**config.mk**
```make
export PLATFORM = sky130hd
export DESIGN_NAME = flood_duplicate_filter_forwarder
export DESIGN_NICKNAME = d
export VERILOG_FILES = /design/src/rtl/fddf_pkg.sv /design/src/rtl/fddf_cell.sv /design/src/rtl/fddf_row.sv /design/src/rtl/flood_duplicate_filter_forwarder.sv
export VERILOG_INCLUDE_DIRS = /design/src /design/src/rtl
export SDC_FILE = /design/constraint.sdc
export NUM_CORES = 1
export LEC_CHECK = 0
export BUFFER_PORTS_ARGS = -buffer_cell sky130_fd_sc_hd__buf_2
export CORE_MARGIN = 2
export CORE_UTILIZATION = 62
export CTS_CLUSTER_DIAMETER = 80
export DETAILED_ROUTE_END_ITERATION = 12
export PLACE_DENSITY = 0.85
export SYNTH_ARGS = -nofsm -noshare
export SYNTH_HDL_FRONTEND = slang
export SYNTH_HIERARCHICAL = 1
export SYNTH_SLANG_ARGS = --single-unit
```
**constraint.sdc**
```tcl
create_clock -name i_clk -period 18.43 [get_ports i_clk]
set_clock_uncertainty 0.05 [all_clocks]
set_input_delay 0.9215 -clock i_clk [delete_from_list [all_inputs] [get_ports i_clk]]
set_output_delay 0.9215 -clock i_clk [all_outputs]
set_load 0.03 [all_outputs]
```
**src/rtl/flood_duplicate_filter_forwarder_macros.svh**
```systemverilog
// assertion macros for the flooding engine
// no dependencies; included by the top level, which carries the assertions
`ifndef FLOOD_DUPLICATE_FILTER_FORWARDER_MACROS_SVH
`define FLOOD_DUPLICATE_FILTER_FORWARDER_MACROS_SVH

`ifndef SYNTHESIS
// checked property, masked while reset is asserted
`define FDDF_ASSERT(lbl, clk, rst_n, prop, msg) \
    lbl: assert property (@(posedge clk) disable iff (!rst_n) prop) else $error(msg);
// checked property, also active during reset
`define FDDF_ASSERT_ALWAYS(lbl, clk, prop, msg) \
    lbl: assert property (@(posedge clk) prop) else $error(msg);
`else
`define FDDF_ASSERT(lbl, clk, rst_n, prop, msg)
`define FDDF_ASSERT_ALWAYS(lbl, clk, prop, msg)
`endif

`endif

```
**src/rtl/fddf_pkg.sv**
```systemverilog
// shared constants, codes and types of the flooding engine
// no dependencies
package fddf_pkg;

    localparam int SEEN_ENTRIES = 4;
    localparam int HEADER_BYTES = 7;
    // bytes one route hop adds to a frame
    localparam int HOP_BYTES    = 2;

    localparam int ADDR_W  = 16;
    localparam int ID_W    = 8;
    localparam int LEN_W   = 8;
    localparam int KEY_W   = ADDR_W + ID_W;
    localparam int TXLEN_W = 9;
    localparam int SUM_W   = 10;
    localparam int FUNC_W  = 2;
    localparam int STAT_W  = 3;
    localparam int CFG_IDX_W  = 3;
    localparam int CFG_DATA_W = 16;
    localparam int IN_DATA_W  = 72;
    localparam int OUT_DATA_W = 32;

    // event kinds
    localparam logic [FUNC_W-1:0] FUNC_RX     = 2'd0;
    localparam logic [FUNC_W-1:0] FUNC_SEND   = 2'd1;
    localparam logic [FUNC_W-1:0] FUNC_TXDONE = 2'd2;

    // result status codes
    localparam logic [STAT_W-1:0] ST_OK        = 3'd0;
    localparam logic [STAT_W-1:0] ST_SHORT     = 3'd1;
    localparam logic [STAT_W-1:0] ST_BAD_LEN   = 3'd2;
    localparam logic [STAT_W-1:0] ST_DUP       = 3'd3;
    localparam logic [STAT_W-1:0] ST_BUSY_FWD  = 3'd4;
    localparam logic [STAT_W-1:0] ST_HOPS      = 3'd5;
    localparam logic [STAT_W-1:0] ST_SEND_BUSY = 3'd6;
    localparam logic [STAT_W-1:0] ST_SEND_LONG = 3'd7;

    // register indexes
    localparam logic [CFG_IDX_W-1:0] REG_NODE_ADDR   = 3'd0;
    localparam logic [CFG_IDX_W-1:0] REG_BCAST_ADDR  = 3'd1;
    localparam logic [CFG_IDX_W-1:0] REG_DELIVER_EN  = 3'd2;
    localparam logic [CFG_IDX_W-1:0] REG_MAX_PAYLOAD = 3'd3;
    localparam logic [CFG_IDX_W-1:0] REG_MAX_HOPS    = 3'd4;

    // register reset values
    localparam logic [ADDR_W-1:0] RST_NODE_ADDR   = 16'h0000;
    localparam logic [ADDR_W-1:0] RST_BCAST_ADDR  = 16'hFFFF;
    localparam logic [LEN_W-1:0]  RST_MAX_PAYLOAD = 8'd25;
    localparam logic [LEN_W-1:0]  RST_MAX_HOPS    = 8'd10;

    // control handed from the event logic to the seen row
    typedef struct packed {
        logic             record_en;
        logic [KEY_W-1:0] record_key;
        logic [KEY_W-1:0] probe_key;
    } t_row_ctl;

endpackage

```
**src/rtl/fddf_cell.sv**
```systemverilog
// one entry of the seen row: a (source, id) key with its valid bit
// depends on fddf_pkg
module fddf_cell (
    input  logic                    i_clk,
    input  logic                    i_rst_n,
    input  fddf_pkg::t_row_ctl      i_ctl,
    input  logic [fddf_pkg::KEY_W-1:0] i_key,
    input  logic                    i_valid,
    input  logic                    i_hit,
    output logic [fddf_pkg::KEY_W-1:0] o_key,
    output logic                    o_valid,
    output logic                    o_hit
);
    import fddf_pkg::*;

    logic [KEY_W-1:0] r_key;
    logic             r_valid;

    always_ff @(posedge i_clk) begin
        if (!i_rst_n) begin
            r_valid <= 1'b0;
        end else if (i_ctl.record_en) begin
            r_valid <= i_valid;
        end
    end

    // key takes the neighbor's entry when the row shifts
    always_ff @(posedge i_clk) begin
        if (i_ctl.record_en) begin
            r_key <= i_key;
        end
    end

    assign o_key   = r_key;
    assign o_valid = r_valid;
    assign o_hit   = i_hit | (r_valid && (r_key == i_ctl.probe_key));

endmodule

```
**src/rtl/fddf_row.sv**
```systemverilog
// row of seen cells: newest key enters at the head, oldest drops off the tail
// depends on fddf_pkg and fddf_cell
module fddf_row (
    input  logic               i_clk,
    input  logic               i_rst_n,
    input  fddf_pkg::t_row_ctl i_ctl,
    output logic               o_hit
);
    import fddf_pkg::*;

    logic [KEY_W-1:0]      w_key [SEEN_ENTRIES+1];
    logic [SEEN_ENTRIES:0] w_valid;
    logic [SEEN_ENTRIES:0] w_hit;

    assign w_key[0]   = i_ctl.record_key;
    assign w_valid[0] = 1'b1;
    assign w_hit[0]   = 1'b0;

    for (genvar g = 0; g < SEEN_ENTRIES; g++) begin : g_cell
        fddf_cell u_cell (
            .i_clk   (i_clk),
            .i_rst_n (i_rst_n),
            .i_ctl   (i_ctl),
            .i_key   (w_key[g]),
            .i_valid (w_valid[g]),
            .i_hit   (w_hit[g]),
            .o_key   (w_key[g+1]),
            .o_valid (w_valid[g+1]),
            .o_hit   (w_hit[g+1])
        );
    end

    assign o_hit = w_hit[SEEN_ENTRIES];

endmodule

```
**src/rtl/flood_duplicate_filter_forwarder.sv**
```systemverilog
// top level of the flooding engine with duplicate suppression
// depends on fddf_pkg, fddf_row, fddf_cell and the assertion macro header

// Flooding engine for one node. Each input beat is one event: a received
// frame header, a local send request or a transmit-done report; each gives
// exactly one result beat. Events are taken one per clock: the decision is
// made in the cycle of acceptance, node state (seen row, busy flag, next
// send id) updates at that edge, and the result appears from a one-deep
// output register on the next cycle. The input stays ready while that
// register is empty or being drained, so the rate is one beat per cycle
// unless the result side stalls. Recently seen (source, id) pairs live in a
// row of SEEN_ENTRIES cells that shifts the newest key in at the head; all
// cells are compared in the same cycle. Valid bits reset at once, so no
// clearing pass follows reset. Registers are written through the cfg port,
// always ready; the user writes only while no event is in flight (unchecked).
module flood_duplicate_filter_forwarder (
    input  logic        i_clk,
    input  logic        i_rst_n,
    // register write channel
    input  logic        i_cfg_valid,
    output logic        o_cfg_ready,
    input  logic [fddf_pkg::CFG_IDX_W-1:0]  i_cfg_index,
    input  logic [fddf_pkg::CFG_DATA_W-1:0] i_cfg_data,
    // event input
    input  logic        s_axis_tvalid,
    output logic        s_axis_tready,
    // item_length[7:0] dst_address[23:8] src_address[39:24] header_id[47:40]
    // data_length[55:48] route_length[63:56] tx_failed[64], zeros above
    input  logic [fddf_pkg::IN_DATA_W-1:0]  s_axis_tdata,
    // func[1:0]
    input  logic [fddf_pkg::FUNC_W-1:0]     s_axis_tuser,
    // result output
    output logic        m_axis_tvalid,
    input  logic        m_axis_tready,
    // deliver[0] forward[1] start_send[2] retry[3] frame_bytes[12:4]
    // new_route_length[20:13] assigned_id[28:21] busy_res[29], zeros above
    output logic [fddf_pkg::OUT_DATA_W-1:0] m_axis_tdata,
    // status[2:0]
    output logic [fddf_pkg::STAT_W-1:0]     m_axis_tuser
);
    import fddf_pkg::*;
    `include "flood_duplicate_filter_forwarder_macros.svh"

    // configuration registers
    logic [ADDR_W-1:0] r_node_addr;
    logic [ADDR_W-1:0] r_bcast_addr;
    logic              r_deliver_en;
    logic [LEN_W-1:0]  r_max_payload;
    logic [LEN_W-1:0]  r_max_hops;

    // node state
    logic              r_tx_busy, n_tx_busy;
    logic [ID_W-1:0]   r_next_id, n_next_id;

    // result register
    logic               r_out_valid;
    logic [STAT_W-1:0]  r_status, n_status;
    logic               r_deliver, n_deliver;
    logic               r_forward, n_forward;
    logic               r_start, n_start;
    logic               r_retry, n_retry;
    logic [TXLEN_W-1:0] r_tx_len, n_tx_len;
    logic [LEN_W-1:0]   r_new_route, n_new_route;
    logic [ID_W-1:0]    r_aid, n_aid;

    // field decode
    logic [FUNC_W-1:0] w_func;
    logic [LEN_W-1:0]  w_len;
    logic [ADDR_W-1:0] w_dst;
    logic [ADDR_W-1:0] w_src;
    logic [ID_W-1:0]   w_hid;
    logic [LEN_W-1:0]  w_dlen;
    logic [LEN_W-1:0]  w_rlen;
    logic              w_failed;

    logic              w_in_beat;
    logic [SUM_W-1:0]  w_len_sum;
    logic              w_hit;
    logic              w_record;
    logic [KEY_W-1:0]  w_record_key;
    t_row_ctl          w_row_ctl;

    assign w_len    = s_axis_tdata[7:0];
    assign w_dst    = s_axis_tdata[23:8];
    assign w_src    = s_axis_tdata[39:24];
    assign w_hid    = s_axis_tdata[47:40];
    assign w_dlen   = s_axis_tdata[55:48];
    assign w_rlen   = s_axis_tdata[63:56];
    assign w_failed = s_axis_tdata[64];
    assign w_func   = s_axis_tuser;

    // output register frees up in the cycle its beat is taken
    assign s_axis_tready = !r_out_valid || m_axis_tready;
    assign w_in_beat     = s_axis_tvalid && s_axis_tready;
    assign o_cfg_ready   = 1'b1;

    // expected frame length: header + payload + two bytes per route hop
    assign w_len_sum = SUM_W'(HEADER_BYTES) + {2'b00, w_dlen} + {1'b0, w_rlen, 1'b0};

    always_comb begin
        n_status     = ST_OK;
        n_deliver    = 1'b0;
        n_forward    = 1'b0;
        n_start      = 1'b0;
        n_retry      = 1'b0;
        n_tx_len     = '0;
        n_new_route  = '0;
        n_aid        = '0;
        n_tx_busy    = r_tx_busy;
        n_next_id    = r_next_id;
        w_record     = 1'b0;
        w_record_key = {w_src, w_hid};
        case (w_func)
            FUNC_RX: begin
                if (w_len < LEN_W'(HEADER_BYTES)) begin
                    n_status = ST_SHORT;
                end else if (w_len_sum != {2'b00, w_len}) begin
                    n_status = ST_BAD_LEN;
                end else if (w_hit) begin
                    n_status = ST_DUP;
                end else begin
                    w_record = 1'b1;
                    n_deliver = r_deliver_en &&
                                ((w_dst == r_node_addr) || (w_dst == r_bcast_addr));
                    // frames for this node only are not passed on
                    if ((w_dst == r_bcast_addr) || (w_dst != r_node_addr)) begin
                        if (r_tx_busy) begin
                            n_status = ST_BUSY_FWD;
                        end else if (w_rlen >= r_max_hops) begin
                            n_status = ST_HOPS;
                        end else begin
                            n_forward   = 1'b1;
                            n_tx_len    = {1'b0, w_len} + TXLEN_W'(HOP_BYTES);
                            n_new_route = w_rlen + 8'd1;
                            n_tx_busy   = 1'b1;
                        end
                    end
                end
            end
            FUNC_SEND: begin
                if (r_tx_busy) begin
                    n_status = ST_SEND_BUSY;
                end else if (w_len > r_max_payload) begin
                    n_status = ST_SEND_LONG;
                end else begin
                    n_aid        = r_next_id;
                    n_next_id    = r_next_id + 8'd1;
                    w_record     = 1'b1;
                    w_record_key = {r_node_addr, r_next_id};
                    n_start      = 1'b1;
                    n_tx_len     = TXLEN_W'(HEADER_BYTES) + {1'b0, w_len} +
                                   TXLEN_W'(HOP_BYTES);
                    n_new_route  = 8'd1;
                    n_tx_busy    = 1'b1;
                end
            end
            FUNC_TXDONE: begin
                // report while idle is ignored
                if (r_tx_busy) begin
                    if (w_failed) begin
                        n_retry = 1'b1;
                    end else begin
                        n_tx_busy = 1'b0;
                    end
                end
            end
            default: begin
                // unknown event kind: no effect
            end
        endcase
    end

    assign w_row_ctl.record_en  = w_in_beat && w_record;
    assign w_row_ctl.record_key = w_record_key;
    assign w_row_ctl.probe_key  = {w_src, w_hid};

    fddf_row u_row (
        .i_clk   (i_clk),
        .i_rst_n (i_rst_n),
        .i_ctl   (w_row_ctl),
        .o_hit   (w_hit)
    );

    // configuration writes
    always_ff @(posedge i_clk) begin
        if (!i_rst_n) begin
            r_node_addr   <= RST_NODE_ADDR;
            r_bcast_addr  <= RST_BCAST_ADDR;
            r_deliver_en  <= 1'b0;
            r_max_payload <= RST_MAX_PAYLOAD;
            r_max_hops    <= RST_MAX_HOPS;
        end else if (i_cfg_valid && o_cfg_ready) begin
            case (i_cfg_index)
                REG_NODE_ADDR:   r_node_addr   <= i_cfg_data;
                REG_BCAST_ADDR:  r_bcast_addr  <= i_cfg_data;
                REG_DELIVER_EN:  r_deliver_en  <= i_cfg_data[0];
                REG_MAX_PAYLOAD: r_max_payload <= i_cfg_data[LEN_W-1:0];
                REG_MAX_HOPS:    r_max_hops    <= i_cfg_data[LEN_W-1:0];
                default: begin
                    // unmapped index: write dropped
                end
            endcase
        end
    end

    // node state and result valid
    always_ff @(posedge i_clk) begin
        if (!i_rst_n) begin
            r_tx_busy   <= 1'b0;
            r_next_id   <= '0;
            r_out_valid <= 1'b0;
        end else begin
            if (w_in_beat) begin
                r_tx_busy   <= n_tx_busy;
                r_next_id   <= n_next_id;
                r_out_valid <= 1'b1;
            end else if (m_axis_tready) begin
                r_out_valid <= 1'b0;
            end
        end
    end

    // result payload
    always_ff @(posedge i_clk) begin
        if (w_in_beat) begin
            r_status    <= n_status;
            r_deliver   <= n_deliver;
            r_forward   <= n_forward;
            r_start     <= n_start;
            r_retry     <= n_retry;
            r_tx_len    <= n_tx_len;
            r_new_route <= n_new_route;
            r_aid       <= n_aid;
        end
    end

    // busy_res is the busy flag left by the event, held in r_tx_busy
    assign m_axis_tvalid = r_out_valid;
    assign m_axis_tuser  = r_status;
    assign m_axis_tdata  = {2'b00, r_tx_busy, r_aid, r_new_route, r_tx_len,
                            r_retry, r_start, r_forward, r_deliver};

    // an event rejected for other than a busy forwarder or the hop limit yields no action
    `FDDF_ASSERT(a_reject_no_tx, i_clk, i_rst_n,
        (r_out_valid && (r_status != ST_OK) && (r_status != ST_BUSY_FWD) &&
         (r_status != ST_HOPS)) |-> !(r_forward || r_start || r_deliver),
        "rejected event produced an action")
    // the busy flag only clears on an accepted transmit-done beat
    `FDDF_ASSERT(a_busy_clear, i_clk, i_rst_n,
        $fell(r_tx_busy) |-> $past(w_in_beat && (w_func == FUNC_TXDONE)),
        "busy cleared without transmit done")
    // every accepted send advances the id by one
    `FDDF_ASSERT(a_id_step, i_clk, i_rst_n,
        (w_in_beat && n_start) |=> (r_next_id == ($past(r_next_id) + 8'd1)),
        "send id did not advance")
    // a transmission reported in a result leaves the node busy
    `FDDF_ASSERT(a_tx_busy, i_clk, i_rst_n,
        (r_out_valid && (r_forward || r_start)) |-> r_tx_busy,
        "transmission without busy")

endmodule
```
==> impl_metrics.json, run 1 <==
{
  "clock-sinks": 191,
  "setup_ws_ps": 13400,
  "setup_violations": 0,
  "grtUsageTotal": 0.2681,
  "timing.max_slew.rel_slack": 0.2136,
  "htreeDepth": 4,
  "grt_pass1_vias": 6829,
  "seq_power_share": 0.475,
  "yosysTopAreaCellShare": 0.3942,
  "nets": 1120,
  "clockBufferDepth": 2,
  "avgSynthCellArea_um2": 11.21,
  "cp.arrival_ps": 5310,
  "reg2reg_to": "u_row/g_cell[3].u_cell/o_valid",
  "yosysTopAreaCell": "edfxtp_1",
  "core_area_um2": 15260,
  "vias": 6994,
  "yosys.area_share.simple": 0.1542,
  "holdPathEnd": "u_row/g_cell[1].u_cell/o_key[19]",
  "synth_compound_area_frac": 0.08136,
  "hold_viol_final": 0,
  "initialDrtViolationCount": 672,
  "final_util": 0.7326,
  "chipWidth_um": 129.4,
  "max_slew.worst_pin.slew_ps": 1175,
  "design_area_um2": 11180,
  "area_growth_pct": 14.64,
  "antenna_found_initial": 1,
  "total_power_uw": 987.1,
  "rows": 45,
  "grt-ovfl-total": 0,
  "synth_edf_count": 128,
  "p_sw_uw": 245.6,
  "finalMaxSlewViolations": 0,
  "post_dp_cell_area_um2": 10520,
  "final_antenna_net_count": 0,
  "max_freq_mhz": 198.9,
  "r2r_start": "u_row/g_cell[0].u_cell/o_key[23]",
  "io_pins": 136,
  "crit_fanout": 58,
  "cp.required_ps": 18710,
  "finalWeightedCongestion": 0.9093,
  "ys_top_cells_by_count": "128 x edfxtp_1, 115 x nand2_1, 79 x xnor2_1",
  "postCtsSetupBuffers": 0,
  "dp_hpwl_mm": 15.11,
  "p_int_uw": 741.5,
  "yosysUniqueCellTypes": 58,
  "drive_above_1_share": 0.1942,
  "hold_class": "flip-flop to flip-flop",
  "die-area_um2": 16750,
  "drc": 0,
  "crit_type": "input port to flip-flop",
  "rsz0062_at_grt": "false",
  "end_kind": "flip-flop",
  "reg2reg_slack_ps": 13740,
  "synth_warnings": 6,
  "hold_buffers": 0,
  "clk_pin_slew_worst_paths_ps": 70,
  "synthArstFlopShare": 0,
  "insertion_delay_ps": 440,
  "max-vdd-ir-drop_uv": 60.05,
  "io_buffers": 125,
  "grt_pass1_wl_mm": 34.32,
  "wl_per_cell_um": 17.98,
  "p_sw_frac": 0.2488,
  "r2r_cells": 15,
  "post_cts_resized": 0,
  "drv_cap": 0,
  "vias_per_cell": 5.775,
  "power_frac_clock": 0.407,
  "cts_buffers": 17,
  "synth_area_um2": 9751,
  "initial_core_util": 0.6390,
  "synth_top_family_by_area": "simple AND/OR/NAND/NOR gates",
  "chipHeight_um": 129.4,
  "synthMuxAreaShare": 0.02669,
  "pwr-share-comb": 0.118,
  "synth_area_leaders": "edfxtp_1 39%, dfxtp_1 13%, xnor2_1 7.1%",
  "synthFlopType": "edfxtp_1",
  "fin_setup_tns_ps": 0,
  "synthAdderAreaFrac": 0.04697,
  "start_kind": "input port",
  "grt_max_degree": 65,
  "netlist_instances": 870,
  "outcome": "completed",
  "hp-start": "u_row/g_cell[0].u_cell/o_key[19]",
  "tritoncts": "built",
  "synth_xor_area_frac": 0.1356,
  "yosysMostFrequentCell": "edfxtp_1",
  "dr.pass1.iters": 8,
  "min_path_cells": 0,
  "powerDensity_nw_per_um2": 88.31,
  "clockRootBuffer": "clkbuf_16",
  "pre_cts_slack_ps": 12980,
  "drt_wl_total_mm": 21.78,
  "yosysSeqAreaShare": 0.5235,
  "min_period_ps": 5027,
  "ys_seq_elements": 191,
  "fin_crit_sh": 0.2728,
  "power.leakage_nw": 4.220
}
==> logic make-up after synthesis <==
group / after synthesis
buffers and inverters: 66
DFF: 191
muxes: 24
adders and majority gates: 36
other: 4
xor gates and xnor gates: 151
AOI/OAI and AO/OA: 109
and+or+nand+nor: 289
==> routing by layer <==
metal	GRT usage	routed length [um]
met1	0.3417	9083
met2	0.4464	10810
met3	0.05863	1177
met4	0.1119	704
met5	0	0
==> placed cells by master, fill, tap and decap left out, types with 4 or more instances in the layout <==
| cell | n |
|---|---|
| nor2b_1 | 13 |
| nand2_1 | 115 |
| a31oi_1 | 5 |
| ha_1 | 35 |
| mux2_2 | 16 |
| nor3_1 | 6 |
| conb_1 | 5 |
| inv_1 | 32 |
| a41o_1 | 5 |
| xor2_1 | 72 |
| nand3_1 | 37 |
| a21oi_1 | 15 |
| buf_2 | 125 |
| edfxtp_1 | 128 |
| and3_1 | 6 |
| nand4_1 | 26 |
| nor2_1 | 24 |
| a21o_1 | 10 |
| buf_4 | 4 |
| a21boi_0 | 28 |
| nor4_1 | 15 |
| nand2b_1 | 4 |
| o211ai_1 | 6 |
| nor4_2 | 5 |
| mux2i_1 | 8 |
| o21ai_0 | 14 |
| clkbuf_16 | 17 |
| and4_1 | 5 |
| and2_1 | 20 |
| xnor2_1 | 79 |
| dfxtp_1 | 63 |
| bufinv_16 | 4 |
==> power groups by stage <==
stage          logic, mW  registers (mW)  clock network (mW)
3_3_place_gp       0.110           0.478                   0
6_report           0.116           0.469               0.402
4_1_cts            0.116           0.469               0.403
5_1_grt            0.127           0.469               0.421
2_1_floorplan     0.0698           0.485                   0
3_5_place_dp       0.114           0.478                   0
==> through the flow <==
| step | instances | hold slack [ps] |
|---|---|---|
| global route | 1210 | 420.6 |
| finish | 1211 | 419.3 |
| CTS | 1210 | 415.5 |
| floorplan | 871 | 393.5 |
| global placement | 1178 | 398.3 |
| detailed placement | 1178 | 405.3 |
==> worst max path at each step <==
| stage | start | end | cells after the start |
|---|---|---|---|
| final | s_axis_tdata[56] | u_row/g_cell[3].u_cell/o_valid | 16 |
| after global routing | s_axis_tdata[56] | u_row/g_cell[3].u_cell/o_valid | 16 |
| after CTS | s_axis_tdata[56] | u_row/g_cell[2].u_cell/o_valid | 16 |
| after detailed placement | s_axis_tdata[56] | u_row/g_cell[2].u_cell/o_valid | 16 |
| after global placement | s_axis_tdata[56] | u_row/g_cell[3].u_cell/o_valid | 16 |
| after floorplan | s_axis_tdata[49] | u_row/g_cell[1].u_cell/o_valid | 13 |
==> layout make-up <==
cell class / count / area, um2
antenna: 1 / 2.502
multi-input combinational: 614 / 4369
fill: 1039 / 4080
clock inverter: 15 / 232.7
tap: 211 / 264.0
inverter: 33 / 123.9
clock buffer: 17 / 425.4
timing repair buffer: 129 / 655.6
sequential: 191 / 5105
==> state kept, by name (all words and copies together) (netlist names) <==
name	count
u_row/g_cell.u_cell/o_key	96
r_bcast_addr	16
r_node_addr	16
r_tx_len	9
r_aid	8
r_max_hops	8
r_max_payload	8
r_new_route	8
r_next_id	8
u_row/g_cell.u_cell/o_valid	4
m_axis_tuser	3
m_axis_tvalid	1
r_deliver	1
r_deliver_en	1
r_forward	1
r_retry	1
r_start	1
r_tx_busy	1
==> critical path, stage by stage <==
cell      delay [ps]
buf_2            150
inv_1            100
ha_1             280
inv_1             60
ha_1             180
inv_1             70
fa_1             400
nor2b_1          220
o221ai_1         210
o211ai_2         350
nand4_1          450
a211oi_4         350
buf_4            500
buf_4            700
mux2i_1          280
nor2b_1           60
No activity file was read; power rests on OpenSTA's default activity.
==> run 2: changes to the inputs <==
CORE_UTILIZATION = 52   (was 62)
PLACE_DENSITY = 0.76   (was 0.85)
clock period = 4.5 ns   (was 18.43 ns; I/O delays follow)
==> impl_metrics.json, run 2 (synthesized netlist as in run 1, its figures left out) <==
{
  "wl_per_cell_um": 16.91,
  "vias_per_cell": 5.475,
  "min_period_ps": 3871,
  "cts_buffers": 17,
  "max_freq_mhz": 258.3,
  "power.leakage_nw": 4.211,
  "max_slew.worst_pin.slew_ps": 1099,
  "finalWeightedCongestion": 0.8327,
  "final_antenna_net_count": 0,
  "outcome": "completed",
  "pre_cts_slack_ps": 700.0,
  "drv_cap": 0,
  "vias": 6794,
  "hold_ws_ps": 35.22,
  "clk_pin_slew_worst_paths_ps": 70,
  "end_kind": "flip-flop",
  "setup_violations": 0,
  "grt_max_degree": 65,
  "clockRootBuffer": "clkbuf_16",
  "die-area_um2": 19860,
  "antenna_found_initial": 0,
  "grt_pass1_vias": 6573,
  "clockBufferDepth": 2,
  "initial_core_util": 0.5248,
  "powerDensity_nw_per_um2": 340.3,
  "drive_above_1_share": 0.1986,
  "timing.max_slew.rel_slack": 0.2645,
  "start_kind": "flip-flop",
  "dp_hpwl_mm": 15.34,
  "hold_viol_final": 0,
  "final_cell_mix": "128 x edfxtp_1, 125 x buf_2, 115 x nand2_1",
  "io_pins": 136,
  "max-vdd-ir-drop_uv": 227.0,
  "chipWidth_um": 140.9,
  "chipHeight_um": 140.9,
  "grt_pass1_wl_mm": 33.22,
  "setup_ws_ps": 628.8,
  "grt-ovfl-total": 0,
  "initialDrtViolationCount": 499,
  "clock-sinks": 191,
  "total_power_mw": 3.819,
  "area_growth_pct": 15.08,
  "rows": 50,
  "rsz0062_at_grt": "false",
  "drc": 0,
  "hold_class": "input port to flip-flop",
  "fin_crit_sh": 0.8603,
  "htreeDepth": 4,
  "io_buffers": 125,
  "insertion_delay_ps": 430,
  "nets": 1128,
  "cp.arrival_ps": 3890,
  "tritoncts": "built",
  "final_common_cell": "edfxtp_1",
  "finalMaxSlewViolations": 0,
  "largest_reg_flops": 96,
  "postCtsSetupBuffers": 0,
  "dr.pass1.iters": 5,
  "crit_fanout": 43,
  "drt_wl_total_mm": 20.98,
  "cp.required_ps": 4520,
  "antenna_cells": 0,
  "core_area_um2": 18580,
  "grtUsageTotal": 0.2147,
  "crit_type": "flip-flop to flip-flop"
}
[run 2: cell count changes in the layout (fill, tap and decap cells not counted), sizes merged]
cell | before | now
inv | 36 | 40
clkinv | 7 | 4
clkinvlp | 1 | 3
clkbuf | 17 | 18
bufinv | 4 | 0
diode | 1 | 0
dlygate4sd3 | 0 | 8
[run 2: power by group]
group          internal, mW  switching (mW)
clock                 0.726           0.692
sequential             1.90          0.0196
combinational         0.195           0.286
total                  2.82           0.998
[run 2: what timing repair did]
item / 4_1_cts / 5_1_grt
hold endpoints to repair: 10 / 0
hold buffers: 8 / 0
resized for setup: 0 / 0
[run 2: cell type report]
| class | count | area, um2 |
|---|---|---|
| tap | 234 | 292.8 |
| clock buffer | 18 | 429.2 |
| multi-input combinational | 614 | 4397 |
| inverter | 33 | 126.4 |
| fill | 1518 | 7360 |
| clock inverter | 14 | 122.6 |
| sequential | 191 | 5105 |
| timing repair buffer | 137 | 748.2 |
[run 2: metal layers]
| layer | routed length [um] | GRT usage | up-vias |
|---|---|---|---|
| li1 | - | - | 3337 |
| met1 | 8652 | 0.2619 | 3235 |
| met2 | 10890 | 0.3789 | 190 |
| met3 | 936 | 0.04484 | 32 |
| met4 | 503 | 0.07421 | 0 |
| met5 | 0 | 0 | - |
[run 2: worst paths after layout]
| kind | from | to | slack [ps] | cells past startpoint |
|---|---|---|---|---|
| max | u_row/g_cell[0].u_cell/o_key[14] | u_row/g_cell[0].u_cell/o_key[4] | 630 | 11 |
| min | i_cfg_data[8] | r_bcast_addr[8] | 40 | 3 |
| max reg2reg | u_row/g_cell[0].u_cell/o_key[14] | u_row/g_cell[0].u_cell/o_key[4] | 630 | 11 |
| min reg2reg | u_row/g_cell[1].u_cell/o_key[17] | u_row/g_cell[2].u_cell/o_key[17] | 420 | 0 |
[run 2: worst max-delay path, stage by stage, from the launching register on]
cell      delay (ps)
edfxtp_1         420
xor2_1           210
nor4_1           110
a41o_1           260
a41o_1           200
a41o_1           210
a41o_1           290
nand2b_4         180
nor4_4           240
nand4_1          380
a211oi_4         420
buf_4            500
[run 2: through the flow]
| stage | TNS, ps | utilization | area (um2) | std cells |
|---|---|---|---|---|
| floorplan | -76300 | - | 9797 | 871 |
| global placement | 0 | 0.5699 | 10590 | 1201 |
| detailed placement | 0 | 0.5699 | 10590 | 1201 |
| CTS | 0 | 0.6039 | 11220 | 1241 |
| global route | 0 | 0.6039 | 11220 | 1241 |
| finish | 0 | 0.6039 | 11220 | 1241 |
